===== config.mk =====
export PLATFORM = sky130hd
export DESIGN_NAME = ogcd_fifo
export DESIGN_NICKNAME = d
export VERILOG_FILES = /design/src/ogcd_pkg.sv /design/src/ogcd_fifo.sv
export SDC_FILE = /design/constraint.sdc
export NUM_CORES = 1
export LEC_CHECK = 0
export BUFFER_PORTS_ARGS = -buffer_cell sky130_fd_sc_hd__buf_4
export CAP_MARGIN = 15
export CORE_UTILIZATION = 42
export DETAILED_ROUTE_END_ITERATION = 7
export PLACE_DENSITY = 0.66
export SETUP_SLACK_MARGIN = 0.5
export SYNTH_ARGS = -nofsm -noshare
export SYNTH_HDL_FRONTEND = slang
export SYNTH_SLANG_ARGS = --single-unit

===== constraint.sdc =====
create_clock -name clk -period 2.8 [get_ports clk]
set_clock_uncertainty 0.1 [all_clocks]
set_input_delay 0.28 -clock clk [delete_from_list [all_inputs] [get_ports clk]]
set_output_delay 0.28 -clock clk [all_outputs]
set_load 0.02 [all_outputs]

===== src/ogcd_pkg.sv =====
// ogcd_pkg: shared types and constants for the occupancy grid change detector
// no dependencies; imported by every module of the block except ogcd_ram
`default_nettype none

package ogcd_pkg;

	// largest grid side supported by the cell store
	localparam int MAX_SIDE_DEF = 256;

	// field widths fixed by the interface
	localparam int CFG_W  = 9;
	localparam int THR_W  = 7;
	localparam int OCC_W  = 8;
	localparam int POS_W  = 8;
	localparam int IDX_W  = 2;

	// entries in the queue between front and back
	localparam int QUEUE_DEPTH = 2;

	// register reset values
	localparam logic [CFG_W-1:0] GRID_WIDTH_RST  = 9'd256;
	localparam logic [CFG_W-1:0] GRID_HEIGHT_RST = 9'd256;
	localparam logic [THR_W-1:0] FREE_THR_RST    = 7'd25;

	// occupancy code for an unknown cell
	localparam logic signed [OCC_W-1:0] OCC_UNKNOWN = -8'sd1;

	typedef enum logic [1:0] {
		CLASS_FREE    = 2'd0,
		CLASS_WALL    = 2'd1,
		CLASS_UNKNOWN = 2'd2
	} cell_class_t;

	typedef enum logic [IDX_W-1:0] {
		REG_GRID_WIDTH     = 2'd0,
		REG_GRID_HEIGHT    = 2'd1,
		REG_FREE_THRESHOLD = 2'd2
	} cfg_reg_t;

endpackage

`default_nettype wire


===== src/ogcd_fifo.sv =====
// ogcd_fifo: small register queue between the front and back parts
// depends on ogcd_pkg; depth must be a power of two, at least two
`default_nettype none

module ogcd_fifo
	import ogcd_pkg::*;
#(
	parameter int WIDTH = 18,
	parameter int DEPTH = QUEUE_DEPTH,
	localparam int PTR_W = $clog2(DEPTH),
	localparam int CNT_W = $clog2(DEPTH + 1)
) (
	input  wire logic             clk,
	input  wire logic             arst_n,
	input  wire logic             push_valid,
	output logic                  push_ready,
	input  wire logic [WIDTH-1:0] push_data,
	output logic                  pop_valid,
	input  wire logic             pop_ready,
	output logic      [WIDTH-1:0] pop_data
);

	logic [WIDTH-1:0] slot_q [DEPTH];
	logic [PTR_W-1:0] wr_ptr_q, rd_ptr_q;
	logic [CNT_W-1:0] count_q;
	logic             push, pop;

	assign push_ready = (count_q != CNT_W'(DEPTH));
	assign pop_valid  = (count_q != '0);
	assign pop_data   = slot_q[rd_ptr_q];
	assign push       = push_valid && push_ready;
	assign pop        = pop_valid && pop_ready;

	always_ff @(posedge clk or negedge arst_n) begin
		if (!arst_n) begin
			wr_ptr_q <= '0;
			rd_ptr_q <= '0;
			count_q  <= '0;
		end else begin
			if (push) begin
				wr_ptr_q <= wr_ptr_q + 1'b1;
			end
			if (pop) begin
				rd_ptr_q <= rd_ptr_q + 1'b1;
			end
			if (push && !pop) begin
				count_q <= count_q + 1'b1;
			end else if (pop && !push) begin
				count_q <= count_q - 1'b1;
			end
		end
	end

	always_ff @(posedge clk) begin
		if (push) begin
			slot_q[wr_ptr_q] <= push_data;
		end
	end

endmodule

`default_nettype wire


==> Yosys cells after proc, flatten, opt, wreduce, memory -nomap -nowiden <==
Memory sizes are Yosys's and may differ from the RTL's.
Index checks and enable logic that the tools add are counted.
W data, S select, Z words.
{ "word_totals": {"ff_bits": 4, "ramBits": 36, "output_inout_bits": 20, "word_cells": 21, "n_memories": 1} }
{ "op_classes": {"add_sub_neg": 4, "eq_ne": 1, "n_mux": 4, "n_reduce_logical": 8} }
{ "mem_list": {"columns": ["name", "depth", "word_bits", "rd", "rd_clocked_by_memory_dff", "wr", "line", "rtl"], "rows": [
  ["slot_q", 2, 18, 1, 0, 1, "ogcd_fifo.sv:23", "logic [WIDTH-1:0] slot_q [DEPTH];"]
]} }
{ "ops": {"columns": ["op", "n"], "rows": [
  ["$logic_and A1 B1 Y1", 4],
  ["$mux W2", 2],
  ["$reduce_bool A2 Y1", 2],
  ["$add A1 B1 Y1 const B", 2],
  ["$add A2 B1 Y2 const B", 1],
  ["$logic_not A1 Y1", 2],
  ["$mux W1", 2],
  ["$ne A2 B2 Y1 const B", 1],
  ["$sub A2 B1 Y2 const B", 1]
]} }

==> Depth between registers and ports, before layout <==
{ "logic_depth": {"word_depth": 6, "mapped_depth": 7} }

==> Least setup slack after synthesis <==
OpenSTA, ideal clock, no wires.
{ "synth_path": {"kind": "flip-flop to flip-flop", "startpoint": "register count_q[0]", "endpoint": "memory slot_q[0][0] (enable)", "arrival_ps": 1576, "required_ps": 2307, "path_slack_ps": 732, "path_stages_with_launch": 4, "synth_period_minus_slack_ps": 2068, "cell_sequence": "dfrtp_1 -> nand2b_1 -> nand2_1 -> nor2_1"} }
{ "synth_via": {"elab_chain_len": 4} }
{ "synth_lines": {"columns": ["item", "line", "rtl"], "rows": [
  ["start, declared", "ogcd_fifo.sv:25", "logic [CNT_W-1:0] count_q;"],
  ["start signal, assigned", "ogcd_fifo.sv:47", "count_q <= count_q + 1'b1;"],
  ["start signal, assigned", "ogcd_fifo.sv:49", "count_q <= count_q - 1'b1;"],
  ["$ne A2 B2 Y1", "ogcd_fifo.sv:28", "assign push_ready = (count_q != CNT_W'(DEPTH));"],
  ["net push_ready", "ogcd_fifo.sv:16", "output logic push_ready,"],
  ["$logic_and A1 B1 Y1", "ogcd_fifo.sv:31", "assign push = push_valid && push_ready;"],
  ["$mux W1", "ogcd_fifo.sv:55", "if (push) begin"],
  ["$mux W1 (implied by the code)", "ogcd_fifo.sv:56", "slot_q[wr_ptr_q] <= push_data;"],
  ["end, declared", "ogcd_fifo.sv:23", null]
]} }
The timed path passes the listed nets, and every way through them passes these cells.

==> Worst setup path in the final report <==
{ "layout_path": {"startpoint": "register rd_ptr_q", "endpoint": "output port pop_data[8]"} }
{ "layout_via": {"elab_chain_len": 1} }
{ "layout_lines": {"columns": ["item", "line", "rtl"], "rows": [
  ["start, declared", "ogcd_fifo.sv:24", "logic [PTR_W-1:0] wr_ptr_q, rd_ptr_q;"],
  ["start signal, assigned", "ogcd_fifo.sv:44", "rd_ptr_q <= rd_ptr_q + 1'b1;"],
  ["$mem_v2 Z2 W18", null, null],
  ["end, declared", "ogcd_fifo.sv:20", "output logic [WIDTH-1:0] pop_data"]
]} }
Every way passes these cells.

==> impl_results.md <==
- GRT Util Overall: 0.139
- Commonest non-fill, non-tap cell in the layout: buf_4
- DR iter-0 viols: 19
- Die footprint: 0.00392 mm²
- Crit path capture: pop_data[8]
- Pin count of the biggest net entering global routing: 19
- Library cells used by synthesis: 15
- Flop pwr share: 0.456
- GP Congestion: 0.604
- Post-Synth XOR/XNOR Area: 0.0284
- Worst Tran Pin Value: 262 ps
- Initial Util: 0.452
- Synth top area share: 0.701
- CP arrival: 1650 ps
- Peak per-stage delay on the critical path: 530 ps
- Main area contributors after synthesis: edfxtp_1 70%, mux2_4 8.8%, mux2_2 6.6%, dfrtp_1 6.5%, xnor2_1 1.7%
- Clk_lat worst skew: 330 ps
- # setup viols final: 0
- Most used cell, CP: buf_4
- Wire length per cell: 14.0 µm
- Placed cells: 162
- Register area share after synthesis: 0.766
- Via count: 777
- CTS Root Cell: clkbuf_4
- CTS max path bufs: 2
- Vias in the first global route: 839
- Post-Synth Simple-Gate Area: 0.0219
- Average vias per placed instance: 4.54
- Net Switching: 0.000645 W
- Largest family of logic cells by synthesized area: multiplexers
- CP max stage cell: dfrtp_2
- Final nets: 147
- Logic pwr share: 0.411
- Worst R2R End: count_q[1]$_DFFE_PN0P_
- CP cell instances: buf_4 -> mux2_2 -> buf_4
- # rows: 21
- Critical path fanouts, max: 11
- FF-to-FF Start: count_q[0]$_DFFE_PN0P_
- Total grt overflow: 0
- Placeable Area: 0.00342 mm²
- Area share of fa/ha/maj cells after synthesis: 0.00811
- Hold WS: 25.9 ps
- Mapped Nets: 97
- RSZ-0062 raised after global routing: no
- VDD IR max: 0.000490 V
- Clock-pin slew on the worst setup and hold paths: 100 ps
- Hold crit path type: input pin to flip-flop
- Leakage: 0.782 nW
- Slew HR: 0.825
- Cts bufs inserted: 5
- Syn_area_per_cell: 20.8 µm²
- Slack of the critical path: 771 ps
- Die Ht: 62.6 µm
- Max Clock Freq: 0.493 GHz
- I/O Buffers: 41
- TritonCTS Sinks: 40
- Setup TNS: 0 ps
- Synth area leader: edfxtp_1
- DRT Wirelength: 2400 µm
- Synthesized flop and latch total: 40
- Most frequent cells in the layout: 44 x buf_4, 36 x edfxtp_1, 9 x mux2_4, 9 x mux2_2, 5 x clkbuf_4
- Multiplexer share of the synthesized area: 0.153
- DP Wirelength: 1660 µm
- Pre-CTS setup slack: 965 ps
- CP required: 2420 ps
- Cells after Synth: 74
- Compound-Gate Fraction of Synth Area: 0
- Startpoint Class: flip-flop
- Non-Filler Instances: 171
- Final slew viol count: 0
- Power per cell area: 1010 mW/mm²
- Max-cap viol count: 0
- Initial antenna violation count: 0
- Finished Cell Area: 0.00196 mm²
- Outcome: finished, final reports clean
- Final cycle utilization of the critical path: 0.725
- Antenna Violating Nets Remaining: 0
- CP Launch Point: rd_ptr_q$_DFFE_PN0P_
- Die width: 62.6 µm
- Cell Area, Synth: 0.00154 mm²
- Worst setup EP type: primary output
- P_int: 0.00133 W
- Num ports: 42
- Clk network pwr share: 0.133
- Antenna diode count: 0
- DR DRC count: 0
- Switching share of power: 0.326
- Critical Setup Path Class: flip-flop to primary output
- Share of cells above drive strength 1: 0.552
- P&R area growth vs syn: 27.2%
- TritonCTS clock tree: done
- Warnings, synthesis: 0
- Placed inst area: 0.00190 mm²
- Reg2reg path depth: 6
- CTS H-tree lvls: 2
- Minimum clock period: 2030 ps
- First-pass GRT wire length: 3920 µm
- Pre-Repair DR Iteration Count: 4
- Final hold violations: 0
- R2R setup slack: 1170 ps
## kinds of logic (layout without fill, tap and decap cells)
group / after synthesis / after routing
xor+xnor: 5 / 5
fa+ha+maj: 1 / 1
buf+inv: 3 / 54
flops: 40 / 40
mux: 18 / 18
simple gates: 7 / 7
## final cells by class
| type | count | area (µm²) |
|---|---|---|
| Tap cell | 46 | 57.6 |
| Inverter | 1 | 3.75 |
| Sequential cell | 40 | 1180 |
| Timing Repair Buffer | 45 | 340 |
| Clock buffer | 8 | 48.8 |
| Fill cell | 288 | 1450 |
| Multi-Input combinational cell | 31 | 329 |
## sequential cells by signal (all words and copies together) (netlist names)
register	flops
count_q	2
rd_ptr_q	1
slot_q	36
wr_ptr_q	1
## metal layers
metal  up-vias  GRT usage  wire length, µm  part of all wire
met4         0     0.0610               42             0.018
met1       371      0.155              932              0.39
met3         4     0.0547              128             0.053
met5         -          0                0                 0
li1        380          -                -                 -
met2        22      0.234             1290              0.54
## repair_timing
item | CTS | global route
resized for setup | 0 | 1
endpoints found under the hold margin | 4 | 0
endpoints found under the setup margin | 0 | 1
hold buffers | 1 | 0
setup buffers | 0 | 0
## how the worst min path moves through the flow
stage                             from                      to  slack (ps)  depth (start not counted)
after floorplan                 arst_n  count_q[0]$_DFFE_PN0P_        -120                          0
after global placement          arst_n  count_q[1]$_DFFE_PN0P_         -20                          1
after detailed placement        arst_n  count_q[1]$_DFFE_PN0P_         -20                          1
after CTS                 push_data[3]  slot_q[1][3]$_DFFE_PP_          10                          1
after global routing      push_data[7]  slot_q[0][7]$_DFFE_PP_           3                          1
final                     push_data[0]  slot_q[1][0]$_DFFE_PP_          30                          1
## power groups by stage
stage                     Combinational, W  Sequential [W]  Clock (W)
after CTS                         0.000827        0.000905   0.000276
after global placement            0.000815        0.000911          0
after global routing              0.000869        0.000921   0.000298
after floorplan                   0.000594        0.000874          0
final                             0.000814        0.000903   0.000263
after detailed placement          0.000825        0.000917          0
## cell usage after synthesis (all sizes together)
cell and number:
inv 1, nor2 2, xnor2 3, mux2 18
ha 1, nand2b 1, and3 1, xor2 2
buf 2, dfrtp 4, edfxtp 36, or2 1
nand2 2
## critical path, delay by kind of cell (launching register included)
family,cells,cell delay [ps]
buffers and inverters,2,430
flip-flops,1,530
multiplexers,1,360
## through the flow
stage | utilization | power [W]
4_1_cts | 0.574 | 0.00201
6_report | 0.574 | 0.00198
5_1_grt | 0.574 | 0.00209
3_5_place_dp | 0.557 | 0.00174
3_3_place_gp | 0.557 | 0.00173
2_1_floorplan | - | 0.00147
No activity file was read; power rests on OpenSTA's default activity.
