--- config.mk ---
export PLATFORM = sky130hd
export DESIGN_NAME = ogcd_front
export DESIGN_NICKNAME = d
export VERILOG_FILES = /design/src/ogcd_pkg.sv /design/src/ogcd_front.sv
export SDC_FILE = /design/constraint.sdc
export NUM_CORES = 1
export LEC_CHECK = 0
export BUFFER_PORTS_ARGS = -buffer_cell sky130_fd_sc_hd__buf_2
export CELL_PAD_IN_SITES_DETAIL_PLACEMENT = 1
export CELL_PAD_IN_SITES_GLOBAL_PLACEMENT = 2
export CORE_AREA = 8 8 93 95
export CTS_CLUSTER_SIZE = 10
export DETAILED_ROUTE_END_ITERATION = 10
export DIE_AREA = 0 0 101 103
export GPL_TIMING_DRIVEN = 0
export PLACE_DENSITY_LB_ADDON = 0.12
export SYNTH_ARGS = -nofsm -noshare
export SYNTH_HDL_FRONTEND = slang
export SYNTH_SLANG_ARGS = --single-unit
--- constraint.sdc ---
create_clock -name clk -period 4.9 [get_ports clk]
set_input_delay 0.245 -clock clk [delete_from_list [all_inputs] [get_ports clk]]
set_output_delay 0.245 -clock clk [all_outputs]
set_load 0.1 [all_outputs]
--- src/ogcd_pkg.sv ---
// ogcd_pkg: shared types and constants for the occupancy grid change detector
// no dependencies; imported by every module of the block except ogcd_ram
`default_nettype none

package ogcd_pkg;

	// largest grid side supported by the cell store
	localparam int MAX_SIDE_DEF = 256;

	// field widths fixed by the interface
	localparam int CFG_W  = 9;
	localparam int THR_W  = 7;
	localparam int OCC_W  = 8;
	localparam int POS_W  = 8;
	localparam int IDX_W  = 2;

	// entries in the queue between front and back
	localparam int QUEUE_DEPTH = 2;

	// register reset values
	localparam logic [CFG_W-1:0] GRID_WIDTH_RST  = 9'd256;
	localparam logic [CFG_W-1:0] GRID_HEIGHT_RST = 9'd256;
	localparam logic [THR_W-1:0] FREE_THR_RST    = 7'd25;

	// occupancy code for an unknown cell
	localparam logic signed [OCC_W-1:0] OCC_UNKNOWN = -8'sd1;

	typedef enum logic [1:0] {
		CLASS_FREE    = 2'd0,
		CLASS_WALL    = 2'd1,
		CLASS_UNKNOWN = 2'd2
	} cell_class_t;

	typedef enum logic [IDX_W-1:0] {
		REG_GRID_WIDTH     = 2'd0,
		REG_GRID_HEIGHT    = 2'd1,
		REG_FREE_THRESHOLD = 2'd2
	} cfg_reg_t;

endpackage

`default_nettype wire

--- src/ogcd_front.sv ---
// ogcd_front: configuration registers, raster position counters and classification
// depends on ogcd_pkg; feeds cell updates into ogcd_fifo
`default_nettype none

module ogcd_front
	import ogcd_pkg::*;
#(
	parameter int MAX_SIDE = MAX_SIDE_DEF,
	localparam int SIDE_W  = $clog2(MAX_SIDE),
	localparam int ENTRY_W = 2 * SIDE_W + 2
) (
	input  wire logic                     clk,
	input  wire logic                     arst_n,
	input  wire logic                     cfg_wr_en,
	input  wire logic [IDX_W-1:0]         cfg_index,
	input  wire logic [CFG_W-1:0]         cfg_wdata,
	input  wire logic                     in_valid,
	output logic                          in_ready,
	input  wire logic signed [OCC_W-1:0]  occupancy,
	input  wire logic                     first_of_grid,
	input  wire logic                     clr_busy,
	output logic                          push_valid,
	input  wire logic                     push_ready,
	output logic          [ENTRY_W-1:0]   push_data
);

	// wide enough for both the register and the largest side
	localparam int CW = (SIDE_W + 1 > CFG_W) ? SIDE_W + 1 : CFG_W;
	localparam logic [CW-1:0]     SIDE_MAX_CW = CW'(MAX_SIDE);
	localparam logic [SIDE_W:0]   SIDE_MAX    = (SIDE_W + 1)'(MAX_SIDE);

	logic [CFG_W-1:0]  grid_width_q, grid_height_q;
	logic [THR_W-1:0]  free_thr_q;
	logic [SIDE_W-1:0] col_q;
	logic [SIDE_W:0]   row_q;

	logic [SIDE_W:0]   eff_width, eff_height;
	logic [SIDE_W-1:0] col_cur;
	logic [SIDE_W:0]   row_cur;
	logic [SIDE_W:0]   col_inc;
	logic              past_grid, accept;
	cell_class_t       cls;

	// clamp a side register to 1 .. MAX_SIDE
	function automatic logic [SIDE_W:0] clamp_side(input logic [CFG_W-1:0] v);
		logic [CW-1:0] ext;
		ext = CW'(v);
		if (ext == '0) begin
			return (SIDE_W + 1)'(1);
		end else if (ext > SIDE_MAX_CW) begin
			return SIDE_MAX;
		end else begin
			return (SIDE_W + 1)'(ext);
		end
	endfunction

	always_ff @(posedge clk or negedge arst_n) begin
		if (!arst_n) begin
			grid_width_q  <= GRID_WIDTH_RST;
			grid_height_q <= GRID_HEIGHT_RST;
			free_thr_q    <= FREE_THR_RST;
		end else if (cfg_wr_en) begin
			unique case (cfg_reg_t'(cfg_index))
				REG_GRID_WIDTH:     grid_width_q  <= cfg_wdata;
				REG_GRID_HEIGHT:    grid_height_q <= cfg_wdata;
				REG_FREE_THRESHOLD: free_thr_q    <= cfg_wdata[THR_W-1:0];
				default: ;
			endcase
		end
	end

	always_comb begin
		eff_width  = clamp_side(grid_width_q);
		eff_height = clamp_side(grid_height_q);
		col_cur    = first_of_grid ? '0 : col_q;
		row_cur    = first_of_grid ? '0 : row_q;
		past_grid  = (row_cur >= eff_height);
		col_inc    = {1'b0, col_cur} + 1'b1;

		if (occupancy == OCC_UNKNOWN) begin
			cls = CLASS_UNKNOWN;
		end else if (occupancy < $signed({1'b0, free_thr_q})) begin
			cls = CLASS_FREE;
		end else begin
			cls = CLASS_WALL;
		end
	end

	assign in_ready   = push_ready && !clr_busy;
	assign accept     = in_valid && in_ready;
	// cells past the grid are dropped here
	assign push_valid = accept && !past_grid;
	assign push_data  = {row_cur[SIDE_W-1:0], col_cur, cls};

	always_ff @(posedge clk or negedge arst_n) begin
		if (!arst_n) begin
			col_q <= '0;
			row_q <= '0;
		end else if (accept && !past_grid) begin
			if (col_inc >= eff_width) begin
				col_q <= '0;
				row_q <= row_cur + 1'b1;
			end else begin
				col_q <= col_inc[SIDE_W-1:0];
				row_q <= row_cur;
			end
		end
	end

endmodule

`default_nettype wire

# Word-level counts from Yosys, hierarchy flattened
# Index checks and enable logic that the tools add are counted.
# word_totals
regBits	42
# classes
n_eq_ne	3
reduce_logical	11
order_cmp	5
mux	10
addsub	2
# ops
operator	n
$mux 9	6
$ge 9x9->1	2
$gt 9x9->1 const B	2
$logic_not 9->1	2
$mux 8	2
$add 8x1->9 const B	1
$add 9x1->9 const B	1
$eq 8x1->1 const B	1
$lt 8x8->1	1
$reduce_and 2->1	3
$logic_and 1x1->1	3
$eq 2x1->1 const B	1
$eq 2x2->1 const B	1
$logic_not 1->1	2
$logic_not 2->1	1
$mux 2	1
$mux 1	1

# Longest topological paths before layout
# logic_depth
depth_word	6
mapped_depth	14
ltp_nobuf	13

# Worst setup path before layout
# Ideal clock, no wire load.
# synth_timing
path_kind	input port to flip-flop
from	input first_of_grid
to	register row_q[8]
arrival_time_ns	4.339
cell_stages	13
setup_ns	0.126
path_slack_ns	0.435
path_cell_list	clkbuf_1 clkbuf_1 nor2b_1 ha_1 nand3_1 nor2_1 xnor2_1 ha_1 nand2_1 or3_1 a21oi_1 nand3_1 a221o_1
# synth_via
elab_chain_len	4
word_cells_on_any_way	9
classes_between	add/sub: 2; order compare: 2; mux: 3; reduce/logical: 2
# synth_rtl
element	line	rtl
start: declaration	ogcd_front.sv:20	input wire logic first_of_grid,
$mux 8	ogcd_front.sv:75	col_cur = first_of_grid ? '0 : col_q;
net push_data[3]	ogcd_front.sv:24	output logic [ENTRY_W-1:0] push_data
$add 8x1->9	ogcd_front.sv:78	col_inc = {1'b0, col_cur} + 1'b1;
$ge 9x9->1	ogcd_front.sv:100	if (col_inc >= eff_width) begin
$mux 9	ogcd_front.sv:100	
end signal: assignment	ogcd_front.sv:102	row_q <= row_cur + 1'b1;
end signal: assignment	ogcd_front.sv:105	row_q <= row_cur;
end: declaration	ogcd_front.sv:35	logic [SIDE_W:0] row_q;
# The timed path passes the listed nets, and every way through them passes these cells.
# A chain may end at the register's enable or synchronous reset.

# Final worst setup path
# layout_timing
from	input first_of_grid
to	register row_q[7]
# layout_via
elab_chain_len	4
word_cells_on_any_way	9
classes_between	add/sub: 2; order compare: 2; mux: 3; reduce/logical: 2
# layout_rtl
element	line
$mux 8 / $mux 9 (equally long branches)	ogcd_front.sv:75, ogcd_front.sv:76
$add 8x1->9 / $ge 9x9->1 (equally long branches)	ogcd_front.sv:78, ogcd_front.sv:77
$ge 9x9->1 / $logic_not 1->1 (equally long branches)	ogcd_front.sv:100, ogcd_front.sv:99
$mux 9 / $logic_and 1x1->1 (equally long branches)	ogcd_front.sv:100, ogcd_front.sv:99
# Parallel ways exist; a longest one is shown, timed or not.

==> impl_metrics.yaml <==
status:
  status: "completed"
logic_synthesis:
  synth.area.top_cells: "dfrtp_1 35%, ha_1 12%, mux2_2 11%, dfstp_2 4.9%, nand2_1 4.5%"
  synth-main-ff-cell: "dfrtp_1"
  ys_types: 45
  syn_avg_cell_area_sq_um: 10.0
  yosysTopAreaCell: "dfrtp_1"
  synth_nets: 319
  yosysWarnings: 0
  yosys.area.top_type_share_pct: 34.6
  yosysSeqAreaShare_pct: 39.5
  synth-edff-count: 0
  synth_seq_cells: 42
  syn-cell-area_sq_mm: 0.00268
  ys_async_sr_fraction_pct: 100
  postSynthCellCount: 267
timing:
  timing.final.ws_setup_ns: 1.36
  grt_setup_unrepaired: "no"
  fin_skew_ns: 0.00468
  finalMaxSlewViolations: 0
  max_slew_margin_pct: 35.6
  fmax_mhz: 283
  period_minus_slack_ns: 3.54
  max_slew.worst_pin.slew_ns: 0.966
  fin_crit_sh_pct: 72.1
  hold_ws_ns: 0.0823
  fin_tns_setup_ns: 0
  hold_viol: 0
  setup_viol: 0
floorplanning:
  core_sq_mm: 0.00714
  initial_core_util_pct: 37.5
  dieArea_sq_mm: 0.0104
  ios: 46
  die-height_microns: 103
  core.rowCount: 31
  fp.dieW_microns: 101
setup_path:
  crit_type: "in2reg"
  worst_setup_path_start_kind: "primary input"
  r2r_cells: 13
  critPathMaxFanout: 10
  crit_path_end_kind: "register"
  reg2reg_from: "col_q[0]$_DFFE_PN0P_"
  rrSetupSlack_ns: 1.69
  cp.arrival_ns: 3.72
  worstReg2RegEnd: "row_q[7]$_DFFE_PN0P_"
  worstSetupStartpoint: "first_of_grid"
  critical_path_required_ns: 5.09
finish:
  drive_gt1_share_pct: 28.4
  fin_util_pct: 44.0
  fin_nets: 371
  diodes: 0
  area_delta_synth_final_pct: 17.3
  fill_cells: 868
job:
  maxCapViolations: 0
global_routing:
  grt_first_pass_wirelength_microns: 11300
  grt_use_total_pct: 14.0
  grt_max_degree: 43
  grt_pass1_vias: 2302
  antenna_found_initial: 0
  grt-ovfl-total: 0
placed_design:
  globalplace.congestion: 0.757
  place_ws_ns: 0.974
  hpwl_microns: 5440
  port_buffers: 45
hold_path:
  hold_class: "in2async"
detailed_routing:
  route.detailed.drc: 0
  dr.pass1.iters: 4
  routed_wl_microns: 6740
  drtIter0Drc: 64
  antenna_left: 0
  num_vias: 2169
  wire_per_inst_microns: 16.1
  via_per_inst: 5.18
power_and_ir_drop:
  power_density_mw_per_mm2: 330
  peakVddDrop_mv: 0.131
  p_leak_nw: 1.48
clocking:
  cts_max_level: 2
  root_buffer: "clkbuf_8"
  cts_tree: "built"
  clk_pin_slew_ns: 0.09
  cts_hold_buf: 0
  clk_latency_ns: 0.30
  cts_buffers: 5
  clock_sinks: 42
  post_cts_buffers: 0
  cts_resized: 0
  cts_buffer_depth: 2
worst max path at each step:
stage / cells past startpoint / slack, ns / to
global route: 15 / 1.07 / row_q[7]$_DFFE_PN0P_
finish: 15 / 1.36 / row_q[7]$_DFFE_PN0P_
CTS: 15 / 1.28 / row_q[7]$_DFFE_PN0P_
detailed placement: 15 / 0.97 / row_q[7]$_DFFE_PN0P_
floorplan: 13 / 0.44 / row_q[8]$_DFFE_PN0P_
global placement: 15 / 1.01 / row_q[7]$_DFFE_PN0P_
per-stage QoR:
stage          instance area [sq um]  std cells  power, mW
4_1_cts                         3140        419       1.05
3_3_place_gp                    3020        411      0.755
2_1_floorplan                   2680        267      0.679
3_5_place_dp                    3020        411      0.764
5_1_grt                         3140        419       1.10
6_report                        3140        419       1.03
critical path, cell delays in order:
cell	delay, ns
buf_2	0.09
clkbuf_1	0.35
clkbuf_1	0.46
nor2b_1	0.12
ha_1	0.23
nand3_1	0.14
nor2_1	0.11
xnor2_1	0.28
ha_1	0.30
a21oi_1	0.14
o21ai_0	0.13
a41oi_2	0.33
nand2_1	0.29
and4_1	0.23
a221o_1	0.26
cells in the final DEF (no fill, tap or decap), types with 3 or more instances in the layout:
cell type / synthesis / layout
a21oi_1: 13 / 13
a22o_1: 7 / 7
buf_2: 0 / 45
clkbuf_1: 4 / 4
clkbuf_8: 0 / 5
clkinv_1: 3 / 3
dfrtp_1: 37 / 37
dfstp_2: 5 / 5
ha_1: 26 / 26
inv_1: 11 / 11
mux2_2: 25 / 25
mux2i_1: 4 / 4
nand2_1: 32 / 32
nand2b_1: 5 / 5
nand3_1: 6 / 6
nand4_1: 4 / 4
nor2_1: 15 / 15
nor2b_1: 15 / 15
nor3_1: 8 / 8
o21ai_0: 9 / 9
xnor2_1: 3 / 3
xor2_1: 3 / 3
cell usage after synthesis, types with 5 or more instances:
| library cell | n |
|---|---|
| a22o_1 | 7 |
| nor3_1 | 8 |
| a21oi_1 | 13 |
| nand3_1 | 6 |
| o21ai_0 | 9 |
| nor2b_1 | 15 |
| mux2_2 | 25 |
| inv_1 | 11 |
| nor2_1 | 15 |
| ha_1 | 26 |
| nand2b_1 | 5 |
| dfrtp_1 | 37 |
| nand2_1 | 32 |
| dfstp_2 | 5 |
final cells by class:
type                       count  area [sq um]  area share, %
multi-input combinational    205          1530           48.7
sequential                    42          1060           33.7
timing repair buffer          45           225           7.18
tap                           99           124           3.95
clock buffer                   5          68.8           2.19
inverter                      14          52.6           1.67
clock inverter                 3          45.0           1.44
buffer                         6          37.5           1.20
where the power goes:
part           switching [mW]  internal [mW]  total, mW  leakage (nW)
Combinational           0.195          0.113      0.307         0.916
Clock                   0.132          0.152      0.284        0.0504
Sequential             0.0398          0.404      0.444         0.519
layer usage:
| layer | global-route usage [%] | vias to the layer above | share of wire, % |
|---|---|---|---|
| met2 | 23.4 | 42 | 47 |
| met5 | 0 | - | 0 |
| li1 | - | 1062 | - |
| met3 | 3.71 | 4 | 5.0 |
| met4 | 3.44 | 0 | 0.70 |
| met1 | 17.4 | 1061 | 48 |
flip-flops by register name (all words and copies together), names as in the netlist:
signal         cells
row_q              9
grid_height_q      9
grid_width_q       9
free_thr_q         7
col_q              8
cells by family after synthesis:
kind of cell / Yosys count / share of synthesized area [%]
AOI/OAI and AO/OA: 44 / 11.7
buffers and inverters: 20 / 3.37
and+or+nand+nor: 100 / 19.2
xor gates and xnor gates: 6 / 1.96
DFF: 42 / 39.5
muxes: 29 / 12.0
adders and majority gates: 26 / 12.2
No activity file was read; power rests on OpenSTA's default activity.
